--- src/assert_macros.svh ---
// assertion macros shared by the scheduler rtl
`ifndef ASSERT_MACROS_SVH
`define ASSERT_MACROS_SVH

// property checked on every rising clk_i edge, off while rst_ni is low
`define RMTS_ASSERT(label, prop) \
  label: assert property (@(posedge clk_i) disable iff (!rst_ni) prop) \
    else $error("scheduler assertion failed");

// overlapping implication built on the plain form
`define RMTS_ASSERT_IMP(label, ante, cons) \
  `RMTS_ASSERT(label, (ante) |-> (cons))

// next-cycle implication built on the plain form
`define RMTS_ASSERT_NEXT(label, ante, cons) \
  `RMTS_ASSERT(label, (ante) |=> (cons))

`endif

--- src/rmts_pkg.sv ---
// types, register codes and helpers of the rate-monotonic tick scheduler
`timescale 1ns / 1ps

package rmts_pkg;

  localparam logic [2:0] CFG_TASK_COUNT  = 3'd0;
  localparam logic [2:0] CFG_HYPERPERIOD = 3'd1;
  localparam logic [2:0] CFG_TASK0       = 3'd2;
  localparam logic [2:0] CFG_TASK3       = 3'd5;

  typedef struct packed {
    logic [2:0]  running_task;
    logic        deadline_miss;
    logic [1:0]  missed_task;
    logic        finished;
    logic [15:0] tick_time;
  } rmts_result_t;

  // a zero period behaves as 65536
  function automatic logic [16:0] eff_period(input logic [31:0] timing);
    eff_period = (timing[31:16] == 16'd0) ? 17'h10000 : {1'b0, timing[31:16]};
  endfunction

endpackage

--- src/rmts_tick.sv ---
// one scheduler tick: priority pick, work update, release and miss check
`timescale 1ns / 1ps

module rmts_tick import rmts_pkg::*; #(
  parameter int MAX_TASKS = 4
) (
  input  logic [2:0]   task_count_i,
  input  logic [15:0]  hyperperiod_i,
  input  logic [31:0]  timing_i [MAX_TASKS],
  input  logic         restart_i,
  input  logic [15:0]  cur_time_i,
  input  logic         halted_i,
  input  logic [15:0]  rem_i [MAX_TASKS],
  input  logic [15:0]  tsr_i [MAX_TASKS],
  output logic [15:0]  cur_time_o,
  output logic         halted_o,
  output logic [15:0]  rem_o [MAX_TASKS],
  output logic [15:0]  tsr_o [MAX_TASKS],
  output rmts_result_t res_o
);

  localparam logic [2:0] NumTasks = 3'(MAX_TASKS);

  logic [2:0]  n;
  logic [2:0]  run;
  logic        found;
  logic [16:0] best;
  logic        miss;
  logic [1:0]  missed;
  logic [16:0] t;
  logic [16:0] hp;
  logic [16:0] next_time;
  logic [15:0] rem_mid [MAX_TASKS];

  assign n = (task_count_i > NumTasks) ? NumTasks : task_count_i;

  always_comb begin
    run = 3'd0;
    found = 1'b0;
    best = 17'd0;
    miss = 1'b0;
    missed = 2'd0;
    t = 17'd0;
    cur_time_o = cur_time_i;
    halted_o = halted_i;
    rem_mid = rem_i;
    rem_o = rem_i;
    tsr_o = tsr_i;
    res_o = '0;
    hp = (hyperperiod_i == 16'd0) ? 17'h10000 : {1'b0, hyperperiod_i};
    next_time = {1'b0, cur_time_i} + 17'd1;

    // shortest period wins, strict compare keeps the lowest index on ties
    for (int i = 0; i < MAX_TASKS; i++) begin
      if (3'(i) < n && rem_i[i] != 16'd0 &&
          (!found || eff_period(timing_i[i]) < best)) begin
        found = 1'b1;
        run = 3'(i + 1);
        best = eff_period(timing_i[i]);
      end
    end
    for (int i = 0; i < MAX_TASKS; i++) begin
      if (found && run == 3'(i + 1)) begin
        rem_mid[i] = rem_i[i] - 16'd1;
      end
    end

    // period boundaries, miss flags the lowest index
    rem_o = rem_mid;
    for (int i = 0; i < MAX_TASKS; i++) begin
      if (3'(i) < n) begin
        t = {1'b0, tsr_i[i]} + 17'd1;
        if (t >= eff_period(timing_i[i])) begin
          if (rem_mid[i] != 16'd0 && !miss) begin
            miss = 1'b1;
            missed = 2'(i);
          end
          rem_o[i] = timing_i[i][15:0];
          tsr_o[i] = 16'd0;
        end else begin
          tsr_o[i] = t[15:0];
        end
      end
    end

    if (restart_i) begin
      cur_time_o = 16'd0;
      halted_o = 1'b0;
      for (int i = 0; i < MAX_TASKS; i++) begin
        rem_o[i] = (3'(i) < n) ? timing_i[i][15:0] : 16'd0;
        tsr_o[i] = 16'd0;
      end
    end else if (halted_i) begin
      rem_o = rem_i;
      tsr_o = tsr_i;
      res_o.finished = 1'b1;
      res_o.tick_time = cur_time_i;
    end else begin
      cur_time_o = next_time[15:0];
      halted_o = miss || (next_time >= hp);
      res_o.running_task = run;
      res_o.deadline_miss = miss;
      res_o.missed_task = missed;
      res_o.finished = halted_o;
      res_o.tick_time = cur_time_i;
    end
  end

endmodule

--- src/rmts_skid.sv ---
// result register with a skid stage behind it
`timescale 1ns / 1ps

module rmts_skid import rmts_pkg::*; (
  input  logic         clk_i,
  input  logic         rst_ni,
  input  logic         push_i,
  input  rmts_result_t data_i,
  output logic         full_o,
  output logic         out_valid_o,
  input  logic         out_stall_i,
  output rmts_result_t out_data_o
);

  logic         out_valid_q;
  logic         skid_valid_q;
  rmts_result_t out_q;
  rmts_result_t skid_q;
  logic         free;

  assign free = !out_valid_q || !out_stall_i;

  always_ff @(posedge clk_i or negedge rst_ni) begin
    if (!rst_ni) begin
      out_valid_q <= 1'b0;
      skid_valid_q <= 1'b0;
    end else if (free) begin
      if (skid_valid_q) begin
        out_valid_q <= 1'b1;
        skid_valid_q <= 1'b0;
      end else begin
        out_valid_q <= push_i;
      end
    end else if (push_i) begin
      skid_valid_q <= 1'b1;
    end
  end

  always_ff @(posedge clk_i) begin
    if (free) begin
      if (skid_valid_q) begin
        out_q <= skid_q;
      end else if (push_i) begin
        out_q <= data_i;
      end
    end else if (push_i) begin
      skid_q <= data_i;
    end
  end

  assign full_o = skid_valid_q;
  assign out_valid_o = out_valid_q;
  assign out_data_o = out_q;

endmodule

--- src/rate_monotonic_tick_scheduler_top.sv ---
// top level of the rate-monotonic tick scheduler
`timescale 1ns / 1ps
// result: registered, or held in the skid stage while the output stalls
// throughput: one beat per cycle while in_stall_o is low; tick logic between state and
//   result register is combinational; the skid keeps input open while a result waits
// reset: config to task_count 1, hyperperiod 1, timings 0; time and work cleared,
//   scheduler halted until the first restart beat; no clearing pass

`include "assert_macros.svh"

module rate_monotonic_tick_scheduler_top import rmts_pkg::*; #(
  parameter int MAX_TASKS = 4
) (
  input  logic        clk_i,
  input  logic        rst_ni,
  // config write port
  input  logic        cfg_we_i,
  input  logic [2:0]  cfg_idx_i,
  input  logic [31:0] cfg_data_i,
  // input channel
  input  logic        in_valid_i,
  output logic        in_stall_o,
  input  logic        restart_i,
  // result channel
  output logic        out_valid_o,
  input  logic        out_stall_i,
  output logic [2:0]  running_task_o,
  output logic        deadline_miss_o,
  output logic [1:0]  missed_task_o,
  output logic        finished_o,
  output logic [15:0] tick_time_o
);

  // configuration registers
  logic [2:0]  task_count_q;
  logic [15:0] hyperperiod_q;
  logic [31:0] timing_q [MAX_TASKS];

  // scheduler state
  logic [15:0] cur_time_q, cur_time_d;
  logic        halted_q, halted_d;
  logic [15:0] rem_q [MAX_TASKS];
  logic [15:0] rem_d [MAX_TASKS];
  logic [15:0] tsr_q [MAX_TASKS];
  logic [15:0] tsr_d [MAX_TASKS];

  rmts_result_t res;
  rmts_result_t out_res;
  logic         in_accept;
  logic         skid_full;

  assign in_stall_o = skid_full;
  assign in_accept = in_valid_i && !skid_full;

  // register writes, task timings land at index minus the first timing code
  always_ff @(posedge clk_i or negedge rst_ni) begin
    if (!rst_ni) begin
      task_count_q <= 3'd1;
      hyperperiod_q <= 16'd1;
      for (int i = 0; i < MAX_TASKS; i++) begin
        timing_q[i] <= 32'd0;
      end
    end else if (cfg_we_i) begin
      if (cfg_idx_i == CFG_TASK_COUNT) begin
        task_count_q <= cfg_data_i[2:0];
      end
      if (cfg_idx_i == CFG_HYPERPERIOD) begin
        hyperperiod_q <= cfg_data_i[15:0];
      end
      for (int i = 0; i < MAX_TASKS; i++) begin
        if (cfg_idx_i >= CFG_TASK0 && cfg_idx_i <= CFG_TASK3 &&
            cfg_idx_i - CFG_TASK0 == 3'(i)) begin
          timing_q[i] <= cfg_data_i;
        end
      end
    end
  end

  // state advances once per accepted beat
  always_ff @(posedge clk_i or negedge rst_ni) begin
    if (!rst_ni) begin
      cur_time_q <= 16'd0;
      halted_q <= 1'b1;
      for (int i = 0; i < MAX_TASKS; i++) begin
        rem_q[i] <= 16'd0;
        tsr_q[i] <= 16'd0;
      end
    end else if (in_accept) begin
      cur_time_q <= cur_time_d;
      halted_q <= halted_d;
      rem_q <= rem_d;
      tsr_q <= tsr_d;
    end
  end

  rmts_tick #(
    .MAX_TASKS(MAX_TASKS)
  ) u_tick (
    .task_count_i (task_count_q),
    .hyperperiod_i(hyperperiod_q),
    .timing_i     (timing_q),
    .restart_i    (restart_i),
    .cur_time_i   (cur_time_q),
    .halted_i     (halted_q),
    .rem_i        (rem_q),
    .tsr_i        (tsr_q),
    .cur_time_o   (cur_time_d),
    .halted_o     (halted_d),
    .rem_o        (rem_d),
    .tsr_o        (tsr_d),
    .res_o        (res)
  );

  // result register plus skid, input stalls only when both hold a beat
  rmts_skid u_skid (
    .clk_i      (clk_i),
    .rst_ni     (rst_ni),
    .push_i     (in_accept),
    .data_i     (res),
    .full_o     (skid_full),
    .out_valid_o(out_valid_o),
    .out_stall_i(out_stall_i),
    .out_data_o (out_res)
  );

  assign running_task_o = out_res.running_task;
  assign deadline_miss_o = out_res.deadline_miss;
  assign missed_task_o = out_res.missed_task;
  assign finished_o = out_res.finished;
  assign tick_time_o = out_res.tick_time;

  // a full skid stage means the result register is also occupied
  `RMTS_ASSERT_IMP(skid_implies_out, in_stall_o, out_valid_o)
  // a restart beat always leaves the scheduler running
  `RMTS_ASSERT_NEXT(restart_unhalts, in_accept && restart_i, !halted_q)
  // ticks while halted leave time untouched
  `RMTS_ASSERT_NEXT(halted_holds_time, in_accept && !restart_i && halted_q,
                    $stable(cur_time_q) && halted_q)
  // a reported miss always comes with the halt flag
  `RMTS_ASSERT_IMP(miss_finishes, out_valid_o && deadline_miss_o, finished_o)

endmodule
--- config.mk ---
export PLATFORM = sky130hd
export DESIGN_NAME = rate_monotonic_tick_scheduler_top
export DESIGN_NICKNAME = d
export VERILOG_FILES = /design/src/rmts_pkg.sv /design/src/rmts_tick.sv /design/src/rmts_skid.sv /design/src/rate_monotonic_tick_scheduler_top.sv
export VERILOG_INCLUDE_DIRS = /design/src /design/src/src
export SDC_FILE = /design/constraint.sdc
export NUM_CORES = 1
export LEC_CHECK = 0
export BUFFER_PORTS_ARGS = -buffer_cell sky130_fd_sc_hd__buf_2
export CAP_MARGIN = 20
export CORE_MARGIN = 2
export CORE_UTILIZATION = 40
export CTS_CLUSTER_DIAMETER = 200
export CTS_CLUSTER_SIZE = 12
export DETAILED_ROUTE_END_ITERATION = 7
export PLACE_DENSITY = 0.64
export SLEW_MARGIN = 0
export SYNTH_ARGS = -nofsm -noshare
export SYNTH_HDL_FRONTEND = slang
export SYNTH_HIERARCHICAL = 1
export SYNTH_SLANG_ARGS = --single-unit
export TNS_END_PERCENT = 1
--- constraint.sdc ---
create_clock -name clk_i -period 18.9 [get_ports clk_i]
set_input_delay 3.78 -clock clk_i [delete_from_list [all_inputs] [get_ports clk_i]]
set_output_delay 3.78 -clock clk_i [all_outputs]
set_load 0.01 [all_outputs]
======== Yosys cells after proc, flatten, opt, wreduce, memory -nomap -nowiden ========
Index checks and enable logic that the tools add are counted.
operators by class
  $add $sub $neg .......................... 10
  order comparisons ....................... 15
  eq/ne operators ......................... 9
  muxes and demuxes ....................... 78
  bitwise logic cells ..................... 1
  reduce and logical (&&, ||, !) cells .... 68
operators by type and width
  cell                     number
  $mux W16                 26
  $mux W64                 4
  $mux W17                 9
  $reduce_bool A16 Y1      8
  $add A16 B1 Y17 const B  5
  $ge A17 B17 Y1           5
  $logic_not A16 Y1        5
  $mux W23                 3
  $sub A16 B1 Y16 const B  4
  $lt A17 B17 Y1           3
  $mux W1                  23
  $logic_and A1 B1 Y1      20
  $reduce_and A2 Y1        9
  $mux W2                  8
  $eq A3 B2 Y1 const B     4
  $mux W3                  4
  $reduce_and A3 Y1        4
  $reduce_bool A2 Y1       6
  $eq A3 B1 Y1 const B     3
  $logic_not A1 Y1         9
  $logic_not A3 Y1         2
  $lt A1 B3 Y1 const A     2
  $lt A2 B3 Y1 const A     2
  $mux W6                  1
  other kinds (8)          12
word-level totals
  register bits ........................... 340
  input bits .............................. 41
  output and inout port bits .............. 25
  word-level logic and storage cells ...... 209

======== Depth between registers and ports, before layout ========
Gate-level depths: netlist of the first run.
  depth in word-level cells ............... 44
  depth in mapped cells ................... 46

======== Cells and area by module ========
The synthesis of the first run kept the hierarchy.
modules (own cells, without submodules)
  module                             instances  cells an instance  area each (um^2)
  rate_monotonic_tick_scheduler_top  1          635                11081.9
  rmts_tick                          1          1805               11029.3
  rmts_skid                          1          78                 1834.3

======== Worst setup path before layout of the first run ========
Ideal clock, no wire load.
  kind .................................... reg2reg
  start ................................... register rem_q[48] in the netlist's numbering
  end ..................................... register u_skid.out_q (netlist bit u_skid/out_data_o[16]), data pin
  setup time .............................. 260 ps
  arrival ................................. 9339 ps
  required time ........................... 18640 ps
  setup slack ............................. 9301 ps
  cell stages (with the launch flop) ...... 47
  buffers on the path ..................... 10
  cells stage by stage .................... dfrtp_1 -> clkbuf_1 -> inv_1 -> ha_1 -> buf_2 -> nor4b_1 -> a41oi_2 -> clkbuf_8 -> clkbuf_1 -> nand2_1 -> ha_1 -> nand4_1 -> or4_1 -> a31o_2 -> nand3_4 -> a21oi_1 -> clkbuf_1 -> nor2_1 -> [... 11 more ...] -> o21ai_0 -> ha_1 -> a211oi_1 -> o21ai_0 -> a211o_2 -> or3_1 -> o21ai_2 -> and3_4 -> buf_6 -> or3b_1 -> buf_6 -> nand2_1 -> a2111oi_1 -> a41oi_1 -> o31a_1 -> o41a_1 -> buf_4 -> mux2_4
RTL lines
  what                      line                                     RTL
  start: declaration        rate_monotonic_tick_scheduler_top.sv:42  logic [15:0] rem_q [MAX_TASKS];
  start signal: assignment  rate_monotonic_tick_scheduler_top.sv:91  rem_q <= rem_d;
  end signal: assignment    rmts_skid.sv:42                          out_q <= skid_q;
  end signal: assignment    rmts_skid.sv:44                          out_q <= data_i;
  end: declaration          rmts_skid.sv:17                          rmts_result_t out_q;

======== Final worst setup path of the first run ========
  start ................................... register rem_q[48] in the netlist's numbering
  end ..................................... register u_skid.out_q (netlist bit u_skid/out_data_o[16]), data pin
between the ends
  longest elaborated chain between the ends .. 42
  elaborated cells between the ends (all ways) .. 65
ends and longest elaborated chain
  what                                                line              RTL
  $reduce_bool A16 Y1                                 rmts_tick.sv:55   if (3'(i) < n && rem_i[i] != 16'd0 &&
  $logic_and A1 B1 Y1                                 rmts_tick.sv:55
  $mux W17 or $mux W1 (tied branches)                 rmts_tick.sv:55
  $lt A17 B17 Y1 or $logic_not A1 Y1 (tied branches)  rmts_tick.sv:56   (!found || eff_period(timing_i[i]) < best)) begin
  $logic_or A1 B1 Y1                                  rmts_tick.sv:56
  $logic_and A1 B1 Y1                                 rmts_tick.sv:55
  $mux W17 or $mux W1 (tied branches)                 rmts_tick.sv:55
  $lt A17 B17 Y1 or $logic_not A1 Y1 (tied branches)  rmts_tick.sv:56
  [... 26 more ...]                                   n/a
  $mux W1                                             rmts_tick.sv:74   if (rem_mid[i] != 16'd0 && !miss) begin
  $mux W1                                             rmts_tick.sv:73   if (t >= eff_period(timing_i[i])) begin
  $mux W1 (*)                                         rmts_tick.sv:71   if (3'(i) < n) begin
  $logic_or A1 B1 Y1 (*)                              rmts_tick.sv:100  halted_o = miss || (next_time >= hp);
  $mux W17 (*)                                        rmts_tick.sv:93   end else if (halted_i) begin
  $mux W23 (*)                                        rmts_tick.sv:86   if (restart_i) begin
  $mux W23 (*)                                        rmts_skid.sv:43   end else if (push_i) begin
  $mux W23 (*)                                        rmts_skid.sv:41   if (skid_valid_q) begin
Mark *: on every way between the ends. The rest lies on a longest branch, timed or not. The select of a mux whose other input is x is not followed.
A chain may end at the register's enable or synchronous reset.

==> metrics.md, run 1 <==
| Metric | Value |
|---|---|
| Run status | finished, violations left |
| Failing checks | design-rule violations |
| Vias in the first global route | between 15000 and 20000 |
| Distinct cell type count after synthesis | ~100 |
| Placement-stage worst setup slack | 6.80 ns |
| Max-slew headroom at the worst pin | 0.251 |
| Number of warnings issued by yosys | 6 |
| Number of gates resized after CTS | 0 |
| Switch share | 0.437 |
| Clock buffer count from CTS | 34 |
| Overall via count from detail_route | 19500 |
| Reg2Reg Setup Slack | 7.21 ns |
| Number of port buffers | 65 |
| Peak supply drop | between 70 and 80 uV |
| CTS hold repair buffers | 0 |
| Number of clock sinks seen by CTS | 340 |
| Ratio of routed vias to standard cells | roughly 6.0 |
| Dpl hpwl | 48500 um |
| Biggest fanout along the worst timing path | 34 |
| Post-layout utilization of the core | 0.435 |
| M2 GR Usage | 0.354 |
| Number of maximum-capacitance violations | 0 |
| Total power divided by cell area | ~130 nW/um^2 |
| Worst hold margin | ~0.50 ns |
| Total wire length after detailed routing | 68800 um |
| Most area-consuming cells after synthesis | sky130_fd_sc_hd__dfrtp_1 (30%), sky130_fd_sc_hd__mux2_2 (13%), sky130_fd_sc_hd__ha_1 (7.6%), sky130_fd_sc_hd__edfxtp_1 (5.8%), sky130_fd_sc_hd__nand2_1 (3.7%) |
| Data arrival time of the worst path | 12.00 ns |
| Part of the power in combinational logic | 0.468 |
| Global-route wire length before repair | 109000 um |
| Total negative slack for setup checks | 0 ns |
| Post-route setup slack | a little over 7 ns |
| Area Overhead vs Synth | 7.31% |
| Register cell area after layout | 8740 um^2 |
| Post-synthesis sequential area ratio | 0.365 |
| Post-DR wirelength/cell | approximately 21 um |
| Post-route DRC violation count | 5 |
| Startpoint kind of the worst setup timing path | register |
| Net switching power of the design | 0.00150 W |
| I/O pin count | between 60 and 70 |
| Insertion delay of the later-clocked pin in the worst-skew pair | between 0.5 and 0.6 ns |
| Type of the setup path with the least slack | reg2reg |
| Crit-path max cell delay | ~0.8 ns |
| Achievable clock frequency | 85.5 MHz |
| Top flip-flop cell by instance count after synthesis | sky130_fd_sc_hd__dfrtp_1 |
| Met1 layer usage reported by global route | 0.301 |
| Final setup violation count | 0 |
| Top cell type's share of synthesized area | 0.304 |
| Final Hold Viols | 0 |
| GRT Resource Usage Total | 0.220 |
| RSZ-0062 raised after global routing | false |
| Starting Density | 0.405 |
| Depth of the worst register-to-register path | 35 |
| H-Tree Level Count | 2 |
| Portion of total power attributed to sequential cells | 0.347 |
| Met3 usage in global routing | 0.0337 |
| Violation count after the first detailed-routing iteration | 1727 |
| Post-Synth Simple-Gate Area | 0.172 |
| Clock period minus final worst setup slack | 11.69 ns |
| Most Frequent Cell on Critical Path | sky130_fd_sc_hd__ha_1 |
| Net count after synthesis | 2704 |
| Total leakage power | 11.6 nW |
| Required time of the critical path | 19.21 ns |
| Critical R2R Launch | rem_q[48] |
| Max stage delay cell, worst path | sky130_fd_sc_hd__and2_1 |
| Worst clock skew | 0.0241 ns |
| Final Max Slew Viols | 0 |
| Most area-hungry cell type in the Yosys netlist | sky130_fd_sc_hd__dfrtp_1 |
| Clock network fraction of design power | 0.185 |
| Cell internal power dissipation | 0.00193 W |
| Area of combinational cells with multiple inputs | between 10000 and 15000 um^2 |
| Root Buffer Master | sky130_fd_sc_hd__clkbuf_16 |
| Setup crit start | rem_q[48] |
| GRT Max-Usage Layer | met2 |
| Remaining global-route overflow | 0 |
| Total number of placement rows | just under 90 |
| Antenna violations before repair | 4 |
| Final weighted congestion in routability-driven placement | 0.939 |
| Worst hold path class | reg2reg |
| Beginning of the worst hold path | timing_q[98] |
| Reg2Reg Capture Point | u_skid/out_data_o[16] |
| Clk pin slew, worst setup/hold paths | ~0.060 ns |
| Number of buffers on the longest clock path | 3 |
| Synthesized netlist cell count | 2518 |
| Dominant combinational cell family by area after synthesis | simple AND/OR/NAND/NOR gates |
| Die ar. | 61800 um^2 |
| Share of the clock period used by the worst path | 0.619 |
| TritonCTS clock tree | built |
| Post-CTS repair timing setup buffer count | 0 |
| Share of the synthesized area in compound gates (AO/OA/AOI/OAI) | 0.142 |
| Xor-xnor portion of the synthesized cell area | 0.0311 |
| Number of enable flip-flop cells after synthesis | 46 |
| Adder and majority gate portion of the synthesized area | 0.0758 |
| Crit path capture type | register |
| Tightest Pin Transition | 1.12 ns |
| DRT Pass-1 Iters | 8 |
| Ratio of cells with drive above 1 in the final layout | 0.208 |
| Post-synth ARST share | 0.865 |
| Post-synthesis mux area share | 0.164 |
| Min-Delay Path Depth | 1 |
| Die height | roughly 250 um |
| Syn Std Cell Area | 23900 um^2 |
| Power after layout | 0.00343 W |
| Worst Hold End | timing_q[98] |
| Final net count | 2665 |
| Largest net degree at the start of global routing | 88 |
| Fill cell total of the finished layout | about 5600 |
| Post-detailed-route count of antenna-violating nets | 0 |
| Synthesized area per cell | 9.51 um^2 |
| Number of synthesized register bits | 340 |
| CORE AREA | ~59000 um^2 |
| Horizontal die dimension | 249 um |
registers in the layout, summed over array words and instances, names as in the netlist, 3 cells and up:
name	count
tsr_q	64
u_skid/out_data_o	23
u_skid/skid_q	23
timing_q	128
hyperperiod_q	16
cur_time_q	16
rem_q	64
task_count_q	3
stage by stage:
stage,cells,cell area [um^2]
after global routing,3270,25700
after global placement,3211,24700
after detailed placement,3211,24700
after floorplan,2518,23900
after CTS,3263,25600
final,3270,25700
area by class of cell:
class | instances | share of cell area
Multi-Input combinational cell | 1897 | 0.545
Sequential cell | 340 | 0.340
Tap cell | 773 | 0.0376
Clock buffer | 48 | 0.0352
Timing Repair Buffer | 92 | 0.0232
Inverter | 114 | 0.0167
Clock inverter | 4 | 0.00166
Antenna cell | 2 | 0.000195
placed cells by master (no fill, tap or decap), types with 22 or more instances in the layout:
master / count
sky130_fd_sc_hd__buf_4: 23
sky130_fd_sc_hd__edfxtp_1: 46
sky130_fd_sc_hd__nor3_1: 46
sky130_fd_sc_hd__nor4_1: 51
sky130_fd_sc_hd__nand3_1: 72
sky130_fd_sc_hd__a21o_1: 30
sky130_fd_sc_hd__mux2_4: 47
sky130_fd_sc_hd__clkbuf_16: 35
sky130_fd_sc_hd__ha_1: 145
sky130_fd_sc_hd__inv_1: 114
sky130_fd_sc_hd__nand2_1: 238
sky130_fd_sc_hd__nand4_1: 25
sky130_fd_sc_hd__a22oi_1: 22
sky130_fd_sc_hd__nor2b_1: 25
sky130_fd_sc_hd__and3_1: 45
sky130_fd_sc_hd__o21ai_0: 154
sky130_fd_sc_hd__xnor2_1: 39
sky130_fd_sc_hd__nor2_1: 154
sky130_fd_sc_hd__dfrtp_1: 291
sky130_fd_sc_hd__xor2_1: 46
sky130_fd_sc_hd__a21oi_1: 149
sky130_fd_sc_hd__buf_2: 63
sky130_fd_sc_hd__mux2_2: 279
sky130_fd_sc_hd__nand3b_1: 30
worst max-delay path by stage:
stage	cells past startpoint	endpoint	slack [ns]
2_1_floorplan	46	u_skid/out_data_o[16]	9.30
3_3_place_gp	34	u_skid/out_data_o[16]	7.17
3_5_place_dp	34	u_skid/out_data_o[16]	6.80
4_1_cts	34	u_skid/out_data_o[16]	6.71
5_1_grt	35	u_skid/out_data_o[16]	6.33
6_report	35	u_skid/out_data_o[16]	7.21
synth_stat cells, types with 8 or more instances:
cell type                  count
sky130_fd_sc_hd__a211oi_1     13
sky130_fd_sc_hd__a21o_1       30
sky130_fd_sc_hd__a21oi_1     150
sky130_fd_sc_hd__a22oi_1      22
sky130_fd_sc_hd__a31oi_1      11
sky130_fd_sc_hd__and2_1       13
sky130_fd_sc_hd__and3_1       45
sky130_fd_sc_hd__buf_2        29
sky130_fd_sc_hd__clkbuf_1    116
sky130_fd_sc_hd__dfrtp_1     291
sky130_fd_sc_hd__edfxtp_1     46
sky130_fd_sc_hd__ha_1        145
sky130_fd_sc_hd__inv_1       114
sky130_fd_sc_hd__mux2_2      279
sky130_fd_sc_hd__mux2_4       47
sky130_fd_sc_hd__nand2_1     238
sky130_fd_sc_hd__nand2b_1     19
sky130_fd_sc_hd__nand3_1      72
sky130_fd_sc_hd__nand3b_1     30
sky130_fd_sc_hd__nand4_1      25
sky130_fd_sc_hd__nor2_1      155
sky130_fd_sc_hd__nor2b_1      26
sky130_fd_sc_hd__nor3_1       47
sky130_fd_sc_hd__nor4_1       51
sky130_fd_sc_hd__nor4b_1       8
sky130_fd_sc_hd__o211ai_1     12
sky130_fd_sc_hd__o21a_1       16
sky130_fd_sc_hd__o21ai_0     155
sky130_fd_sc_hd__o22ai_1      18
sky130_fd_sc_hd__o31ai_1       8
sky130_fd_sc_hd__or2_2        10
sky130_fd_sc_hd__or3_1        19
sky130_fd_sc_hd__xnor2_1      39
sky130_fd_sc_hd__xor2_1       46
power groups by stage:
stage | clock network (W) | logic (W) | registers (W)
detailed placement | 0 | 0.00156 | 0.00120
CTS | 0.000654 | 0.00157 | 0.00118
global route | 0.000680 | 0.00178 | 0.00122
finish | 0.000635 | 0.00161 | 0.00119
floorplan | 0 | 0.00125 | 0.00108
global placement | 0 | 0.00151 | 0.00119
worst max-delay path, delay by kind of cell, from the launching register on:
family | cells | cell delay (ns)
AO/OA/AOI/OAI | 14 | 4.40
buffers and inverters | 3 | 0.65
multiplexers | 3 | 1.11
AND/OR/NAND/NOR | 11 | 3.55
adder cells (fa/ha/maj) | 4 | 1.24
flip-flops | 1 | 0.47
metal layers:
layer | share of wire | wire (um)
met2 | 0.46 | 31300
met5 | 0.00010 | 7
met1 | 0.45 | 31300
met3 | 0.062 | 4280
met4 | 0.028 | 1940
cells by family (layout without fill, tap and decap cells):
family	after synthesis	in the layout
compound gates	533	533
mux	333	333
simple gates	801	801
fa+ha+maj	145	145
other cells	0	2
flops	340	340
xor+xnor	85	85
buf+inv	281	258
(Power assumes the default switching activity.)
==> run 2, diff against run 1 <==
--- a/config.mk
+++ b/config.mk
@@ -6,6 +6,7 @@
 export SDC_FILE = /design/constraint.sdc
 export NUM_CORES = 1
 export LEC_CHECK = 0
+export ABC_AREA = 1
 export BUFFER_PORTS_ARGS = -buffer_cell sky130_fd_sc_hd__buf_2
 export CAP_MARGIN = 20
 export CORE_MARGIN = 2
==> constraint.sdc (replaced) <==
create_clock -name clk_i -period 11.59 [get_ports clk_i]
set_input_delay 2.318 -clock clk_i [delete_from_list [all_inputs] [get_ports clk_i]]
set_output_delay 2.318 -clock clk_i [all_outputs]
set_load 0.01 [all_outputs]
==> run 2 against run 1 <==
  * The run now ends clean
  * Design area is 0.70% higher
  * Die area up 1.8%
  * Clock skew rose by 0.0053 ns
  * Clock power rose by 62%
  * First-iteration DRC count up 0.41%
  * Via count grew 16%
  * Sequential power rose by 60%
  * Combinational power is 99% higher
  * Fmax grew 27%
  * Final cell count grew 28%
  * Non-clock buffer count grew 2
  * Critical endpoint unchanged
  * Largest cell class unchanged
==> metrics.md, run 2 <==
| Metric | Value |
|---|---|
| Run status | complete, no violations |
| H-Tree Level Count | 2 |
| Area Overhead vs Synth | 6.12% |
| Final weighted congestion in routability-driven placement | 0.903 |
| CORE AREA | 60400 um^2 |
| Number of clock sinks seen by CTS | 340 |
| Total wire length after detailed routing | a little over 70000 um |
| CTS hold repair buffers | 0 |
| Global-route wire length before repair | 116000 um |
| Vias in the first global route | 21400 |
| Number of synthesized register bits | 340 |
| Top flip-flop cell by instance count after synthesis | sky130_fd_sc_hd__dfrtp_1 |
| Final Max Slew Viols | 0 |
| Number of gates resized after CTS | 0 |
| Final setup violation count | 0 |
| Ratio of cells with drive above 1 in the final layout | 0.0570 |
| I/O pin count | 66 |
| Root Buffer Master | sky130_fd_sc_hd__clkbuf_16 |
| Clock buffer count from CTS | 34 |
| Net switching power of the design | 0.00297 W |
| Peak supply drop | 126 uV |
| Share of the clock period used by the worst path | 0.796 |
| Starting Density | 0.404 |
| Final net count | 3561 |
| Number of warnings issued by yosys | 6 |
| Number of port buffers | 65 |
| Post-CTS repair timing setup buffer count | 0 |
| Achievable clock frequency | 108 MHz |
| Overall via count from detail_route | 22700 |
| Startpoint kind of the worst setup timing path | register |
| Top post-synthesis cells by count | sky130_fd_sc_hd__nand2_1 (1205), sky130_fd_sc_hd__inv_1 (328), sky130_fd_sc_hd__dfrtp_1 (291) |
| Top cell type's share of synthesized area | 0.299 |
| Depth of the worst register-to-register path | 56 |
| Most area-consuming cells after synthesis | sky130_fd_sc_hd__dfrtp_1 (30%), sky130_fd_sc_hd__nand2_1 (19%), sky130_fd_sc_hd__ha_1 (7.4%), sky130_fd_sc_hd__edfxtp_1 (5.7%), sky130_fd_sc_hd__inv_1 (5.0%) |
| Total power divided by cell area | about 240 nW/um^2 |
| Total leakage power | 13.1 nW |
| Switch share | 0.484 |
| Post-synthesis sequential area ratio | 0.359 |
| Final Hold Viols | 0 |
| RSZ-0062 raised after global routing | false |
| Part of the power in combinational logic | 0.522 |
| Data arrival time of the worst path | 9.55 ns |
| Largest net degree at the start of global routing | 121 |
| Net count after synthesis | 3648 |
| Number of enable flip-flop cells after synthesis | 46 |
| Crit path capture type | register |
| Syn Std Cell Area | 24400 um^2 |
| Cell family with the largest share of critical-path delay | simple AND/OR/NAND/NOR gates |
| Ratio of routed vias to standard cells | ~5.4 |
| Die ar. | 63000 um^2 |
| Most common library cell in the layout ignoring fill and taps | sky130_fd_sc_hd__nand2_1 |
| Setup crit start | rem_q[48] |
| Synthesized netlist cell count | 3462 |
| Clock network fraction of design power | 0.168 |
| Worst clock skew | 0.0294 ns |
| Critical R2R Launch | rem_q[48] |
| Synthesized area per cell | 7.04 um^2 |
| Required time of the critical path | approximately 12 ns |
| Die height | 251 um |
| Crit path to | u_skid/out_data_o[16] |
| Fill cell total of the finished layout | 6348 |
| Biggest fanout along the worst timing path | 35 |
| Post-route DRC violation count | 0 |
| Horizontal die dimension | 251 um |
| Register with the most flip-flops | timing_q |
| Most frequent cells in the layout | sky130_fd_sc_hd__nand2_1 (1204), sky130_fd_sc_hd__inv_1 (328), sky130_fd_sc_hd__dfrtp_1 (291) |
| Portion of total power attributed to sequential cells | 0.310 |
| Worst hold path class | reg2reg |
| Number of maximum-capacitance violations | 0 |
| Total number of placement rows | 90 |
| Reg2Reg Setup Slack | 2.37 ns |
| Insertion delay of the later-clocked pin in the worst-skew pair | 0.57 ns |
| Reg2Reg Capture Point | u_skid/out_data_o[16] |
| Type of the setup path with the least slack | reg2reg |
| Remaining global-route overflow | 0 |
| Flip-flop count of the largest register, all copies and words added | 128 |
| Most area-hungry cell type in the Yosys netlist | sky130_fd_sc_hd__dfrtp_1 |
| Worst hold margin | 0.468 ns |
| Max stage delay cell, worst path | sky130_fd_sc_hd__nand2_2 |
| Most instantiated library cell after synthesis | sky130_fd_sc_hd__nand2_1 |
| Tightest Pin Transition | 1.11 ns |
| Clock period minus final worst setup slack | 9.22 ns |
| Post-DR wirelength/cell | 17.2 um |
| Cell internal power dissipation | 0.00316 W |
| Top flop regs | timing_q x128, rem_q x64, tsr_q x64 |
| Violation count after the first detailed-routing iteration | 1734 |
| TritonCTS clock tree | built |
| Crit-path max cell delay | 0.55 ns |
| GRT Resource Usage Total | 0.227 |
| Distinct cell type count after synthesis | 59 |
| Depth of the critical timing path with buffers and inverters included | 56 |
| Post-detailed-route count of antenna-violating nets | 0 |
| Dpl hpwl | 48300 um |
| Clk pin slew, worst setup/hold paths | 0.07 ns |
| Most Frequent Cell on Critical Path | sky130_fd_sc_hd__nand2_1 |
| Antenna violations before repair | 4 |
| Post-synth ARST share | 0.865 |
| Number of buffers on the longest clock path | 3 |
| DRT Pass-1 Iters | 6 |
| Count of buffer and inverter cells on the critical path | 6 |
| Total negative slack for setup checks | 0 ns |
| Max-slew headroom at the worst pin | 0.252 |
==> run 2: worst min-delay path by stage <==
stage / end / cells past startpoint / slack, ns / startpoint
6_report: timing_q[7] / 2 / 0.47 / timing_q[7]
5_1_grt: timing_q[7] / 2 / 0.49 / timing_q[7]
4_1_cts: rem_q[0] / 2 / 0.47 / rem_q[0]
3_5_place_dp: rem_q[0] / 2 / 0.46 / rem_q[0]
3_3_place_gp: cur_time_q[6] / 2 / 0.45 / cur_time_q[6]
2_1_floorplan: cur_time_q[15] / 2 / 0.44 / cur_time_q[15]
==> run 2: layout make-up <==
class / instances / area, um^2 / share of cell area
Clock inverter: 4 / 42.5 / 0.00164
Clock buffer: 43 / 885 / 0.0342
Sequential cell: 340 / 8740 / 0.338
Multi-Input combinational cell: 2561 / 13400 / 0.516
Tap cell: 782 / 978 / 0.0378
Inverter: 344 / 1300 / 0.0502
Timing Repair Buffer: 94 / 568 / 0.0220
Antenna cell: 2 / 5.00 / 0.000193
==> run 2: logic make-up (layout without fill, tap and decap cells) <==
logic type / after synthesis / after routing / share of synthesized area
compound gates: 418 / 418 / 0.107
buf+inv: 561 / 485 / 0.0952
xor+xnor: 103 / 103 / 0.0370
simple gates: 1895 / 1895 / 0.328
other cells: 0 / 2 / 0
fa+ha+maj: 145 / 145 / 0.0744
flops: 340 / 340 / 0.359
==> run 2: through the flow <==
step	std cells	instance area, um^2	worst slack (ns)	utilization	power, W
6_report	4170	25900	2.37	0.429	0.00613
5_1_grt	4169	25900	1.46	0.429	0.00669
4_1_cts	4166	25800	2.53	0.428	0.00611
3_5_place_dp	4119	24900	2.57	0.413	0.00506
3_3_place_gp	4118	24900	2.72	0.413	0.00502
2_1_floorplan	3462	24400	4.47	-	0.00429
==> run 2: power by group through the flow <==
stage,clock network (W),registers (W),logic [W]
CTS,0.00106,0.00189,0.00316
global placement,0,0.00191,0.00312
finish,0.00103,0.00190,0.00320
global route,0.00109,0.00194,0.00365
detailed placement,0,0.00191,0.00315
floorplan,0,0.00177,0.00252
==> run 2: worst min-delay path: cells and delay by family (launching register included) <==
kind,cells,cell delay [ns]
and+or+nand+nor,2,0.09
DFF,1,0.34
==> run 2: routing by layer <==
layer,GRT usage,vias up,wire [um]
met5,0,-,22
met4,0.0770,4,2200
met3,0.0403,166,4990
met2,0.371,709,32400
met1,0.304,10600,31900
li1,-,11200,-
